`src/rtl/psc_pkg.sv`:
```
`timescale 1ns / 1ps
`default_nettype none
// ----------------------------------------------------------------------------
// psc_pkg
// shared types and constants of the pressure sensor compensation pipeline
// ----------------------------------------------------------------------------
package psc_pkg;

	// configuration register indexes
	typedef enum logic [2:0] {
		CFG_SENS          = 3'd0,
		CFG_OFFSET        = 3'd1,
		CFG_SENS_TEMPCO   = 3'd2,
		CFG_OFFSET_TEMPCO = 3'd3,
		CFG_REF_TEMP      = 3'd4,
		CFG_TEMP_SLOPE    = 3'd5
	} cfg_idx_t;

	localparam int unsigned RAW_W  = 24;
	localparam int unsigned COEF_W = 16;
	localparam int unsigned TEMP_W = 19;
	localparam int unsigned PRES_W = 32;

	// reference temperature 20.00 degC and the very low range edge -15.00 degC
	localparam logic signed [19:0] TEMP_REF  = 20'sd2000;
	localparam logic signed [19:0] VLOW_BIAS = 20'sd3500;
	localparam logic signed [18:0] VLOW_DEV  = -19'sd3500;

	localparam logic signed [TEMP_W-1:0] TEMP_MAX = 19'sh3ffff;
	localparam logic signed [TEMP_W-1:0] TEMP_MIN = 19'sh40000;
	localparam logic signed [PRES_W-1:0] PRES_MAX = 32'sh7fffffff;
	localparam logic signed [PRES_W-1:0] PRES_MIN = 32'sh80000000;

	typedef struct packed {
		logic [COEF_W-1:0] sens;
		logic [COEF_W-1:0] offset;
		logic [COEF_W-1:0] sens_tempco;
		logic [COEF_W-1:0] offset_tempco;
		logic [COEF_W-1:0] ref_temp;
		logic [COEF_W-1:0] temp_slope;
	} coef_t;

	// first order results
	typedef struct packed {
		logic [RAW_W-1:0]  d1;
		logic signed [18:0] q;     // temp - 2000
		logic signed [35:0] off;
		logic signed [35:0] sens;
		logic [17:0]       ti;
	} fo_t;

	// second order results
	typedef struct packed {
		logic [RAW_W-1:0]        d1;
		logic signed [TEMP_W-1:0] temp;
		logic signed [40:0]      sd;   // sens - sensi
		logic signed [41:0]      od;   // off - offi
	} so_t;

endpackage
`default_nettype wire

```
`src/rtl/psc_second_order.sv`:
```
`timescale 1ns / 1ps
`default_nettype none
// ----------------------------------------------------------------------------
// psc_second_order
// range selection, corrected temperature, OFFi and SENSi terms (two stages)
// ----------------------------------------------------------------------------
module psc_second_order (
	input  logic           clk,
	input  logic           arst_n,
	input  logic           in_valid,
	output logic           in_ready,
	input  psc_pkg::fo_t   in_data,
	output logic           out_valid,
	input  logic           out_ready,
	output psc_pkg::so_t   out_data
);
	import psc_pkg::*;

	logic vld_s4, vld_s5;
	logic rdy_s4, rdy_s5;

	logic [23:0]        d1_s4;
	logic signed [18:0] temp_s4;
	logic signed [35:0] off_s4, sens_s4;
	logic [35:0]        sq1_s4, sq2_s4;
	logic               lo_s4, vlo_s4;
	so_t                so_s5;

	logic signed [19:0] temp_c, dev2_c;
	logic signed [20:0] tfull_c;
	logic signed [18:0] tsat_c;
	logic signed [37:0] sq1_full;
	logic signed [39:0] sq2_full;

	logic [37:0] sq1x3;
	logic [38:0] sq1x5, sq2x7;
	logic [39:0] offi_c, sensi_c;

	assign rdy_s4   = ~vld_s4 | rdy_s5;
	assign rdy_s5   = ~vld_s5 | out_ready;
	assign in_ready = rdy_s4;

	always_ff @(posedge clk or negedge arst_n) begin
		if (!arst_n) begin
			vld_s4 <= 1'b0;
			vld_s5 <= 1'b0;
		end else begin
			if (rdy_s4) vld_s4 <= in_valid;
			if (rdy_s5) vld_s5 <= vld_s4;
		end
	end

	// temperature = 2000 + q - Ti, saturated to the output field
	assign temp_c  = $signed({in_data.q[18], in_data.q}) + TEMP_REF;
	assign tfull_c = $signed({temp_c[19], temp_c}) - $signed({3'b000, in_data.ti});
	assign tsat_c  = (tfull_c[20:18] == 3'b000 || tfull_c[20:18] == 3'b111)
		? tfull_c[18:0] : (tfull_c[20] ? TEMP_MIN : TEMP_MAX);

	assign dev2_c   = $signed({in_data.q[18], in_data.q}) + VLOW_BIAS;
	assign sq1_full = in_data.q * in_data.q;
	assign sq2_full = dev2_c * dev2_c;

	// shift-add forms of the 3/2, 5/8, 7x and 4x factors
	assign sq1x3 = {2'b00, sq1_s4} + {1'b0, sq1_s4, 1'b0};
	assign sq1x5 = {3'b000, sq1_s4} + {1'b0, sq1_s4, 2'b00};
	assign sq2x7 = {sq2_s4, 3'b000} - {3'b000, sq2_s4};

	always_comb begin
		if (lo_s4) begin
			offi_c  = {3'b000, sq1x3[37:1]} + (vlo_s4 ? {1'b0, sq2x7} : 40'd0);
			sensi_c = {4'h0, sq1x5[38:3]} + (vlo_s4 ? {2'b00, sq2_s4, 2'b00} : 40'd0);
		end else begin
			offi_c  = {8'h00, sq1_s4[35:4]};
			sensi_c = 40'd0;
		end
	end

	always_ff @(posedge clk) begin
		if (rdy_s4) begin
			d1_s4   <= in_data.d1;
			temp_s4 <= tsat_c;
			off_s4  <= in_data.off;
			sens_s4 <= in_data.sens;
			sq1_s4  <= sq1_full[35:0];
			sq2_s4  <= sq2_full[35:0];
			lo_s4   <= in_data.q[18];
			vlo_s4  <= in_data.q < VLOW_DEV;
		end
		if (rdy_s5) begin
			so_s5.d1   <= d1_s4;
			so_s5.temp <= temp_s4;
			so_s5.sd   <= $signed({{5{sens_s4[35]}}, sens_s4}) - $signed({1'b0, sensi_c});
			so_s5.od   <= $signed({{6{off_s4[35]}}, off_s4}) - $signed({2'b00, offi_c});
		end
	end

	assign out_valid = vld_s5;
	assign out_data  = so_s5;

	// the very low range is a part of the low range
	a_vlow_in_low: assert property (@(posedge clk) disable iff (!arst_n)
		vld_s4 && vlo_s4 |-> lo_s4)
		else $error("very low range flagged outside low range");

endmodule
`default_nettype wire

```
`config.mk`:
```
export PLATFORM = sky130hd
export DESIGN_NAME = psc_second_order
export DESIGN_NICKNAME = d
export VERILOG_FILES = /design/src/rtl/psc_pkg.sv /design/src/rtl/psc_second_order.sv
export SDC_FILE = /design/constraint.sdc
export NUM_CORES = 2
export LEC_CHECK = 0
export BUFFER_PORTS_ARGS = -buffer_cell sky130_fd_sc_hd__buf_4
export CORE_MARGIN = 2
export CORE_UTILIZATION = 55
export DETAILED_ROUTE_END_ITERATION = 8
export PLACE_DENSITY = 0.7
export REMOVE_ABC_BUFFERS = 1
export SYNTH_ARGS = -nofsm -noshare
export SYNTH_HDL_FRONTEND = slang
export SYNTH_SLANG_ARGS = --single-unit
```
`constraint.sdc`:
```
create_clock -name clk -period 7.65 [get_ports clk]
set_input_delay 0 -clock clk [delete_from_list [all_inputs] [get_ports clk]]
set_output_delay 0 -clock clk [all_outputs]
set_load 0.02 [all_outputs]
```
==> impl_metrics.json <==
{
  "cp_top_family": "adder cells",
  "rr_endpoint": "out_data[41]$_DFFE_PP_",
  "timing.max_cap.violations": 0,
  "hp-start": "in_data[108]",
  "reg2reg_depth": 31,
  "die_width_um": 298,
  "setup_viol": 0,
  "die_h_um": 298,
  "track_usage_pct": 27.5,
  "ys_seq_area_share_pct": 19.8,
  "grt_pass1_vias": 38100,
  "yosysMostFrequentCell": "inv_1",
  "pin_count": 265,
  "crit_buf_inv": 9,
  "fin_tns_setup_ns": 0,
  "grt_pass1_wl_um": 196000,
  "gr-total-overflow": 0,
  "multi_input_area_sq_um": 34200,
  "rows": 107,
  "tightest_slew_ns": 1.14,
  "grt_max_degree": 160,
  "period_minus_slack_ns": 7.32,
  "dp_hpwl_um": 98000,
  "wirelength_um": 120000,
  "io_buffers": 264,
  "rrSetupSlack_ns": 0.35,
  "place_ws_ns": -0.493,
  "relSlewSlack_pct": 24.3,
  "cp.arrival_ns": 7.63,
  "cts.clk_slew.worst_paths_ns": 0.06,
  "ys_types": 83,
  "use_met3_pct": 3.31,
  "layout-drive-gt1-share_pct": 12.0,
  "yosysTopAreaCell": "fa_1",
  "maxSlewViolCount": 0,
  "worstSetupEndpointType": "register",
  "path_class": "in2reg",
  "hold_viol": 0,
  "fillers": 7053,
  "min_path_cells": 2,
  "fmax_mhz": 137,
  "htreeDepth": 2,
  "avgViaCountPerCell": 5.42,
  "cp_slowest_cell": "fa_1",
  "grt_util_met1_pct": 36.7,
  "clkLatencyLatePin_ns": 0.57,
  "drt_pass1_iterations": 5,
  "clockBufferDepth": 3,
  "area_growth_pct": 15.6,
  "cp.required_ns": 7.97,
  "antenna_found_initial": 2,
  "n_antenna_cell": 0,
  "seqCellArea_sq_um": 9390,
  "synth.top_cell.area_share_pct": 28.8,
  "vias": 36100,
  "syn_inst": 4924,
  "max_stage_delay_ns": 0.54,
  "startpoint": "in_data[93]",
  "setup_ws_ns": 0.335,
  "crit_fanout": 4,
  "syn_avg_cell_area_sq_um": 9.64,
  "drc_errors": 0,
  "final_net_count": 6813,
  "cts-root-buf": "clkbuf_16",
  "skew_ns": 0.0438,
  "cp_common_cell": "fa_1",
  "cts_tree": "done",
  "status": "finished, final reports clean",
  "r2r_start": "sq2_s4[3]$_DFFE_PP_",
  "critPathLaunchType": "input pin",
  "coreArea_sq_um": 85400,
  "synth_area_leaders": "fa_1 (29%), edfxtp_1 (20%), ha_1 (13%)",
  "synth_area_sq_um": 47500,
  "grt.met2_usage_pct": 46.9,
  "ys_ff_latch": 313,
  "synth-main-ff-cell": "edfxtp_1",
  "synth_edf_count": 311,
  "ant_nets": 0,
  "ys_warn_count": 0,
  "placed_area_sq_um": 52500,
  "worst_hold_path.endpoint": "lo_s4$_DFFE_PP_",
  "busiest_layer": "met2",
  "final_cell_area_sq_um": 54900,
  "post-route-util_pct": 64.2,
  "ys_async_sr_fraction_pct": 0.639,
  "wire_per_inst_um": 18.0,
  "drt_iter0_markers": 2093,
  "die_area_sq_um": 88700,
  "place_congestion": 0.954,
  "min-delay-path-class": "in2reg",
  "fin_crit_sh_pct": 95.6,
  "synth_commonest_cells": "inv_1 (976), fa_1 (684), ha_1 (499)",
  "cts.sinks": 313,
  "start_util_pct": 55.6,
  "cts_inserted_buffers": 36
}
## cell usage in the layout (no fill, tap or decap), drive strengths merged, types with 21 or more instances in the layout
cell and instances:
ha 499, xor2 101, nand2b 50, o21a 55
o21ai 162, nor2b 30, a21oi 279, a31oi 24
o31ai 21, clkbuf 43, nand2 370, xnor2 239
fa 684, nor3 47, dlygate4sd3 101, nor2 326
buf 521, nand3 56, a21o 115, a211oi 34
o211ai 21, edfxtp 311, inv 984, mux2i 29
and3 43, o21bai 49, and2 64
## metal layers
metal | share of wire (%) | wire [um]
met5 | 0.022 | 26
met4 | 3.3 | 3950
met3 | 5.8 | 6890
met2 | 48 | 57400
met1 | 43 | 51600
## flip-flops by register name, indices dropped and copies added (netlist names), 19 cells and up
name	cells
off_s4	36
sens_s4	36
temp_s4	19
out_data	126
sq1_s4	34
d1_s4	24
sq2_s4	34
## final cells by class
cell class | instances | share of cell area (%)
inverter | 984 | 6.73
timing repair buffer | 622 | 9.02
clock inverter | 20 | 0.408
tap | 1144 | 2.61
clock buffer | 43 | 1.73
multi-input combinational | 3536 | 62.4
sequential | 313 | 17.1
## cells by family (layout without fill, tap and decap cells)
family / Yosys count / count (layout) / synth area share (%)
xor gates and xnor gates: 340 / 340 / 6.27
muxes: 33 / 33 / 0.706
other: 1 / 1 / 0.00790
and+or+nand+nor: 1097 / 1097 / 10.8
DFF: 313 / 313 / 19.8
adders and majority gates: 1183 / 1183 / 42.0
buffers and inverters: 1075 / 1669 / 8.52
AOI/OAI and AO/OA: 882 / 882 / 12.0
## stage by stage
stage                     hold slack, ns  std cells
after floorplan                   -0.296       4833
after global placement            -0.216       6492
after detailed placement          -0.213       6492
after CTS                        0.00962       6656
after global routing              0.0293       6662
final                             0.0487       6662
## how the worst max path moves through the flow
| stage | to | slack (ns) | depth (start not counted) |
|---|---|---|---|
| 6_report | sq2_s4[34]$_DFFE_PP_ | 0.33 | 34 |
| 5_1_grt | sq2_s4[34]$_DFFE_PP_ | -0.02 | 35 |
| 4_1_cts | out_data[40]$_DFFE_PP_ | 0.005 | 30 |
| 3_5_place_dp | sq2_s4[34]$_DFFE_PP_ | -0.49 | 33 |
| 3_3_place_gp | sq2_s4[34]$_DFFE_PP_ | -0.42 | 33 |
| 2_1_floorplan | sq2_s4[34]$_DFFE_PP_ | -0.74 | 31 |
## what timing repair did
| action | in CTS | in global routing |
|---|---|---|
| buffers inserted | 0 | 6 |
| hold buffers | 101 | 0 |
| setup endpoints to repair | 0 | 30 |
| hold endpoints to repair | 102 | 0 |
| gates resized for setup | 0 | 48 |
Power is not shown: default switching activity piles up to over one toggle a cycle in this logic, so the estimate is an artifact.
