<file path="src/rtl/psc_pkg.sv">
`timescale 1ns / 1ps
`default_nettype none
// ----------------------------------------------------------------------------
// psc_pkg
// shared types and constants of the pressure sensor compensation pipeline
// ----------------------------------------------------------------------------
package psc_pkg;

	// configuration register indexes
	typedef enum logic [2:0] {
		CFG_SENS          = 3'd0,
		CFG_OFFSET        = 3'd1,
		CFG_SENS_TEMPCO   = 3'd2,
		CFG_OFFSET_TEMPCO = 3'd3,
		CFG_REF_TEMP      = 3'd4,
		CFG_TEMP_SLOPE    = 3'd5
	} cfg_idx_t;

	localparam int unsigned RAW_W  = 24;
	localparam int unsigned COEF_W = 16;
	localparam int unsigned TEMP_W = 19;
	localparam int unsigned PRES_W = 32;

	// reference temperature 20.00 degC and the very low range edge -15.00 degC
	localparam logic signed [19:0] TEMP_REF  = 20'sd2000;
	localparam logic signed [19:0] VLOW_BIAS = 20'sd3500;
	localparam logic signed [18:0] VLOW_DEV  = -19'sd3500;

	localparam logic signed [TEMP_W-1:0] TEMP_MAX = 19'sh3ffff;
	localparam logic signed [TEMP_W-1:0] TEMP_MIN = 19'sh40000;
	localparam logic signed [PRES_W-1:0] PRES_MAX = 32'sh7fffffff;
	localparam logic signed [PRES_W-1:0] PRES_MIN = 32'sh80000000;

	typedef struct packed {
		logic [COEF_W-1:0] sens;
		logic [COEF_W-1:0] offset;
		logic [COEF_W-1:0] sens_tempco;
		logic [COEF_W-1:0] offset_tempco;
		logic [COEF_W-1:0] ref_temp;
		logic [COEF_W-1:0] temp_slope;
	} coef_t;

	// first order results
	typedef struct packed {
		logic [RAW_W-1:0]  d1;
		logic signed [18:0] q;     // temp - 2000
		logic signed [35:0] off;
		logic signed [35:0] sens;
		logic [17:0]       ti;
	} fo_t;

	// second order results
	typedef struct packed {
		logic [RAW_W-1:0]        d1;
		logic signed [TEMP_W-1:0] temp;
		logic signed [40:0]      sd;   // sens - sensi
		logic signed [41:0]      od;   // off - offi
	} so_t;

endpackage
`default_nettype wire

</file>
<file path="src/rtl/psc_pressure.sv">
`timescale 1ns / 1ps
`default_nettype none
// ----------------------------------------------------------------------------
// psc_pressure
// D1 scaling by split products, final offset and saturation (four stages)
// ----------------------------------------------------------------------------
module psc_pressure (
	input  logic           clk,
	input  logic           arst_n,
	input  logic           in_valid,
	output logic           in_ready,
	input  psc_pkg::so_t   in_data,
	output logic           out_valid,
	input  logic           out_ready,
	output logic [18:0]    temperature_centideg,
	output logic [31:0]    pressure_decimbar
);
	import psc_pkg::*;

	logic vld_s6, vld_s7, vld_s8, vld_s9;
	logic rdy_s6, rdy_s7, rdy_s8, rdy_s9;

	logic [44:0]        plo_s6;
	logic signed [44:0] phi_s6;
	logic               sneg_s6;
	logic signed [41:0] od_s6, od_s7;
	logic signed [18:0] temp_s6, temp_s7, temp_s8, temp_s9;
	logic signed [45:0] q21_s7;
	logic signed [46:0] diff_s8;
	logic signed [31:0] pres_s9;

	logic               fix_c;
	logic signed [46:0] adj_c;
	logic               sat_c;
	logic signed [31:0] pres_c;

	assign rdy_s6   = ~vld_s6 | rdy_s7;
	assign rdy_s7   = ~vld_s7 | rdy_s8;
	assign rdy_s8   = ~vld_s8 | rdy_s9;
	assign rdy_s9   = ~vld_s9 | out_ready;
	assign in_ready = rdy_s6;

	always_ff @(posedge clk or negedge arst_n) begin
		if (!arst_n) begin
			vld_s6 <= 1'b0;
			vld_s7 <= 1'b0;
			vld_s8 <= 1'b0;
			vld_s9 <= 1'b0;
		end else begin
			if (rdy_s6) vld_s6 <= in_valid;
			if (rdy_s7) vld_s7 <= vld_s6;
			if (rdy_s8) vld_s8 <= vld_s7;
			if (rdy_s9) vld_s9 <= vld_s8;
		end
	end

	// low 21 bits of the product come only from the low partial product;
	// a negative product with a nonzero remainder rounds up toward zero
	assign fix_c = sneg_s6 & (|plo_s6[20:0]);

	assign adj_c  = diff_s8 + (diff_s8[46] ? 47'sd8191 : 47'sd0);
	assign sat_c  = ~(adj_c[46:44] == 3'b000 || adj_c[46:44] == 3'b111);
	assign pres_c = sat_c ? (adj_c[46] ? PRES_MIN : PRES_MAX) : adj_c[44:13];

	always_ff @(posedge clk) begin
		if (rdy_s6) begin
			plo_s6  <= in_data.d1 * in_data.sd[20:0];
			phi_s6  <= $signed({1'b0, in_data.d1}) * $signed(in_data.sd[40:21]);
			sneg_s6 <= in_data.sd[40];
			od_s6   <= in_data.od;
			temp_s6 <= in_data.temp;
		end
		if (rdy_s7) begin
			q21_s7  <= $signed({phi_s6[44], phi_s6}) + $signed({22'h0, plo_s6[44:21]})
				+ $signed({45'h0, fix_c});
			od_s7   <= od_s6;
			temp_s7 <= temp_s6;
		end
		if (rdy_s8) begin
			diff_s8 <= $signed({q21_s7[45], q21_s7}) - $signed({{5{od_s7[41]}}, od_s7});
			temp_s8 <= temp_s7;
		end
		if (rdy_s9) begin
			pres_s9 <= pres_c;
			temp_s9 <= temp_s8;
		end
	end

	assign out_valid            = vld_s9;
	assign temperature_centideg = temp_s9;
	assign pressure_decimbar    = pres_s9;

	// a positive overflow lands as the top of the range
	a_pres_sat_hi: assert property (@(posedge clk) disable iff (!arst_n)
		rdy_s9 && vld_s8 && sat_c && !adj_c[46] |=> pres_s9 == PRES_MAX)
		else $error("pressure did not saturate high");

endmodule
`default_nettype wire

</file>
<file path="config.mk">
export PLATFORM = sky130hd
export DESIGN_NAME = psc_pressure
export DESIGN_NICKNAME = d
export VERILOG_FILES = /design/src/rtl/psc_pkg.sv /design/src/rtl/psc_pressure.sv
export SDC_FILE = /design/constraint.sdc
export NUM_CORES = 2
export LEC_CHECK = 0
export ABC_AREA = 1
export BUFFER_PORTS_ARGS = -buffer_cell sky130_fd_sc_hd__buf_4
export CORE_ASPECT_RATIO = 1.2
export CORE_MARGIN = 2
export CORE_UTILIZATION = 40
export DETAILED_ROUTE_END_ITERATION = 8
export GPL_TIMING_DRIVEN = 0
export REMOVE_ABC_BUFFERS = 1
export SKIP_CTS_REPAIR_TIMING = 1
export SLEW_MARGIN = 25
export SYNTH_ARGS = -nofsm -noshare
export SYNTH_HDL_FRONTEND = slang
export SYNTH_SLANG_ARGS = --single-unit
</file>
<file path="constraint.sdc">
create_clock -name clk -period 19.3 [get_ports clk]
set_clock_uncertainty 0.15 [all_clocks]
set_input_delay 5.79 -clock clk [delete_from_list [all_inputs] [get_ports clk]]
set_output_delay 5.79 -clock clk [all_outputs]
set_load 0.02 [all_outputs]
</file>
==> qor.tcl <==
set qor(path_cells) {buf_4 -> nor2_1 -> inv_2 -> nor2_1 -> inv_4 -> nor2_1 -> nand2_4 -> buf_16 -> buf_4}
set qor(final-setup-viol-count) 0
set qor(cp_max_stage_delay_ns) 0.39
set qor(rr_endpoint) {q21_s7[27]}
set qor(max_cap_violations) 0
set qor(cts.clk_slew.worst_paths_ns) 0.06
set qor(met3_wirelength_um) 5380
set qor(grt_setup_unrepaired) {false}
set qor(synth.ff_latch_count) 380
set qor(tritoncts.num_buffers) 38
set qor(run_status) {finished, final reports clean}
set qor(antenna_diode_count) 0
set qor(yosysUniqueCellTypes) 41
set qor(fp.dieH_um) 406
set qor(timing.critical_path.required_ns) 13.36
set qor(drive_above_1_share_pct) 4.33
set qor(r2r-start) {plo_s6[19]}
set qor(mappedNetlistArea_um2) 53800
set qor(dominantRegCellSynth) {sky130_fd_sc_hd__edfxtp_1}
set qor(worstHoldPathCells) 0
set qor(first_iter_violations) 2404
set qor(pin_count) 183
set qor(initial_core_util_pct) 40.2
set qor(synthDominantCellAreaShare_pct) 30.2
set qor(finalSetupTns_ns) 0
set qor(post_synth_edffs) 376
set qor(floorplan.die_area_um2) 137000
set qor(met2WireLength_um) 76400
set qor(synthArstFlopShare_pct) 1.05
set qor(hold_path.class) {reg -> reg}
set qor(fmax_mhz) 72.6
set qor(layout_worst_path_cycle_share_pct) 71.4
set qor(clk_path_buf_depth) 3
set qor(place.gp.congestion) 0.959
set qor(timing_hold_violations_final) 0
set qor(critical_path_arrival_ns) 7.83
set qor(max_slew.worst_pin.slew_ns) 0.980
set qor(slew_viol_final) 0
set qor(vias) 41549
set qor(most_common_library_cells_after_synthesis) {1791 x sky130_fd_sc_hd__nand2_1, 1744 x sky130_fd_sc_hd__inv_1, 811 x sky130_fd_sc_hd__fa_1}
set qor(period_needed_ns) 13.77
set qor(wl_per_cell_um) 17.5
set qor(grt_max_degree) 75
set qor(pre_cts_ws_ns) 5.49
set qor(route.detailed.drc) 0
set qor(nets) 8033
set qor(synth.avg_cell_area_um2) 8.10
set qor(place.port_buffers) 182
set qor(startpoint_of_the_most_critical_hold_path) {od_s6[23]}
set qor(synthMostInstantiatedCell) {sky130_fd_sc_hd__nand2_1}
set qor(synthesis.instances) 6642
set qor(path_max_fanout) 39
set qor(synthTopCellsByArea) {sky130_fd_sc_hd__fa_1 30%, sky130_fd_sc_hd__edfxtp_1 21%, sky130_fd_sc_hd__nand2_1 12%}
set qor(critical_path.top_delay_family) {simple AND/OR/NAND/NOR gates}
set qor(global_route.overflow_total) 0
set qor(holdWs_ns) 0.260
set qor(clockRootBuffer) {sky130_fd_sc_hd__clkbuf_16}
set qor(worstSetupPathDepth) 9
set qor(reg2reg_setup_slack_ns) 15.71
set qor(drtPass1Iterations) 7
set qor(numClockSinks) 380
set qor(worstPathBufferInverterCount) 5
set qor(core_region_area_um2) 134000
set qor(placement_stage_cell_area_um2) 56800
set qor(crit_path_end_kind) {output port}
set qor(wirelength_met1_um) 61500
set qor(vias_per_cell) 4.89
set qor(place.detailed.hpwl_um) 121000
set qor(crit_path_start_kind) {input port}
set qor(critPathMostFrequentCell) {sky130_fd_sc_hd__nor2_1}
set qor(cts-htree-levels) 2
set qor(grt_pass1_vias) 44809
set qor(num_rows) 147
set qor(flow.area_growth_from_synthesis_pct) 7.99
set qor(sequential_area_share_after_synthesis_pct) 21.2
set qor(tritoncts_clock_tree) {done}
set qor(synth_area_leader_cell) {sky130_fd_sc_hd__fa_1}
set qor(finalWorstSetupSlack_ns) 5.53
set qor(antenna_violating_nets_left) 0
set qor(grt_first_pass_wirelength_um) 240000
set qor(die_w_um) 339
set qor(ys_warn_count) 0
set qor(grt_use_total_pct) 22.2
set qor(slew_headroom_pct) 33.9
set qor(highest_signal_layer_in_the_routed_design) {met4}
set qor(ff2ff_path_depth) 11
set qor(timing.setup.critical_path_class) {in -> out}
set qor(clkLatencyLatePin_ns) 0.58
set qor(timing.critical_path.slowest_stage_cell) {sky130_fd_sc_hd__nor2_1}
set qor(initial_antenna_violation_count) 0
set qor(endpoint_of_the_worst_hold_path) {od_s7[23]}
set qor(routed_wl_um) 149000
set qor(fin_area_um2) 58100
-- layout make-up --
class / count / area [um^2]
Fill cell: 13432 / 75600
Multi-Input combinational cell: 4316 / 35100
Sequential cell: 380 / 11400
Inverter: 1751 / 6580
Tap cell: 1788 / 2240
Timing Repair Buffer: 188 / 1520
Clock buffer: 43 / 1010
Clock inverter: 26 / 295
-- per-layer routing --
metal	GRT usage, %	vias to the layer above
met5	0	-
met4	7.79	0
met3	1.65	255
met2	41.1	993
met1	27.0	20487
li1	-	19814
-- cells by family (layout without fill, tap and decap cells) --
logic type | after synthesis | after routing | synth area share (%)
simple gates | 2509 | 2509 | 18.7
buf+inv | 1946 | 2008 | 13.7
fa+ha+maj | 1228 | 1228 | 39.9
compound gates | 450 | 450 | 4.53
flops | 380 | 380 | 21.2
xor+xnor | 129 | 129 | 2.10
-- metrics by stage --
stage          util, %  std cells
2_1_floorplan        -       6447
4_1_cts           43.5       8492
3_3_place_gp      42.4       8417
5_1_grt           43.5       8492
3_5_place_dp      42.5       8423
6_report          43.5       8492
-- cells in the final DEF, fill, tap and decap left out, types with 7 or more instances in the layout --
cell / Yosys / routed
sky130_fd_sc_hd__a21boi_0: 12 / 12
sky130_fd_sc_hd__a21o_1: 10 / 10
sky130_fd_sc_hd__a21oi_1: 244 / 244
sky130_fd_sc_hd__and2_1: 7 / 7
sky130_fd_sc_hd__buf_4: 0 / 182
sky130_fd_sc_hd__clkbuf_16: 0 / 39
sky130_fd_sc_hd__clkinv_1: 1 / 8
sky130_fd_sc_hd__edfxtp_1: 376 / 376
sky130_fd_sc_hd__fa_1: 811 / 811
sky130_fd_sc_hd__ha_1: 417 / 417
sky130_fd_sc_hd__inv_1: 1744 / 1741
sky130_fd_sc_hd__nand2_1: 1791 / 1790
sky130_fd_sc_hd__nand2_2: 7 / 7
sky130_fd_sc_hd__nand3_1: 165 / 165
sky130_fd_sc_hd__nand3b_1: 9 / 9
sky130_fd_sc_hd__nand4_1: 62 / 62
sky130_fd_sc_hd__nor2_1: 373 / 373
sky130_fd_sc_hd__nor3_1: 55 / 55
sky130_fd_sc_hd__nor4_1: 10 / 10
sky130_fd_sc_hd__o21a_1: 22 / 22
sky130_fd_sc_hd__o21ai_0: 131 / 131
sky130_fd_sc_hd__o21bai_1: 21 / 21
sky130_fd_sc_hd__or2_2: 16 / 16
sky130_fd_sc_hd__xnor2_1: 37 / 37
sky130_fd_sc_hd__xor2_1: 92 / 92
-- how the worst max path moves through the flow --
stage                          from       end  slack [ns]
after CTS                 out_ready  in_ready        5.48
after floorplan           out_ready  in_ready        1.49
after global placement    out_ready  in_ready       -1.72
final                     out_ready  in_ready        5.53
after global routing      out_ready  in_ready        5.28
after detailed placement  out_ready  in_ready        5.49
-- sequential cells by signal, indices dropped and copies added (netlist names) --
register and cells:
diff_s8 47, q21_s7 46, phi_s6 45, plo_s6 45, od_s6 42, od_s7 42, pressure_decimbar 32, temp_s6 19
temp_s7 19, temp_s8 19, temperature_centideg 19, out_valid 1, sneg_s6 1, vld_s6 1, vld_s7 1, vld_s8 1
-- worst register-to-register path: cells and delay by family (launching register included) --
| kind | cells | cell delay [ns] |
|---|---|---|
| AOI/OAI and AO/OA | 3 | 1.30 |
| and+or+nand+nor | 5 | 1.07 |
| adders and majority gates | 1 | 0.23 |
| xor gates and xnor gates | 1 | 0.16 |
| buffers and inverters | 1 | 0.06 |
| DFF | 1 | 0.36 |
Power is not shown: default switching activity piles up to over one toggle a cycle in this logic, so the estimate is an artifact.
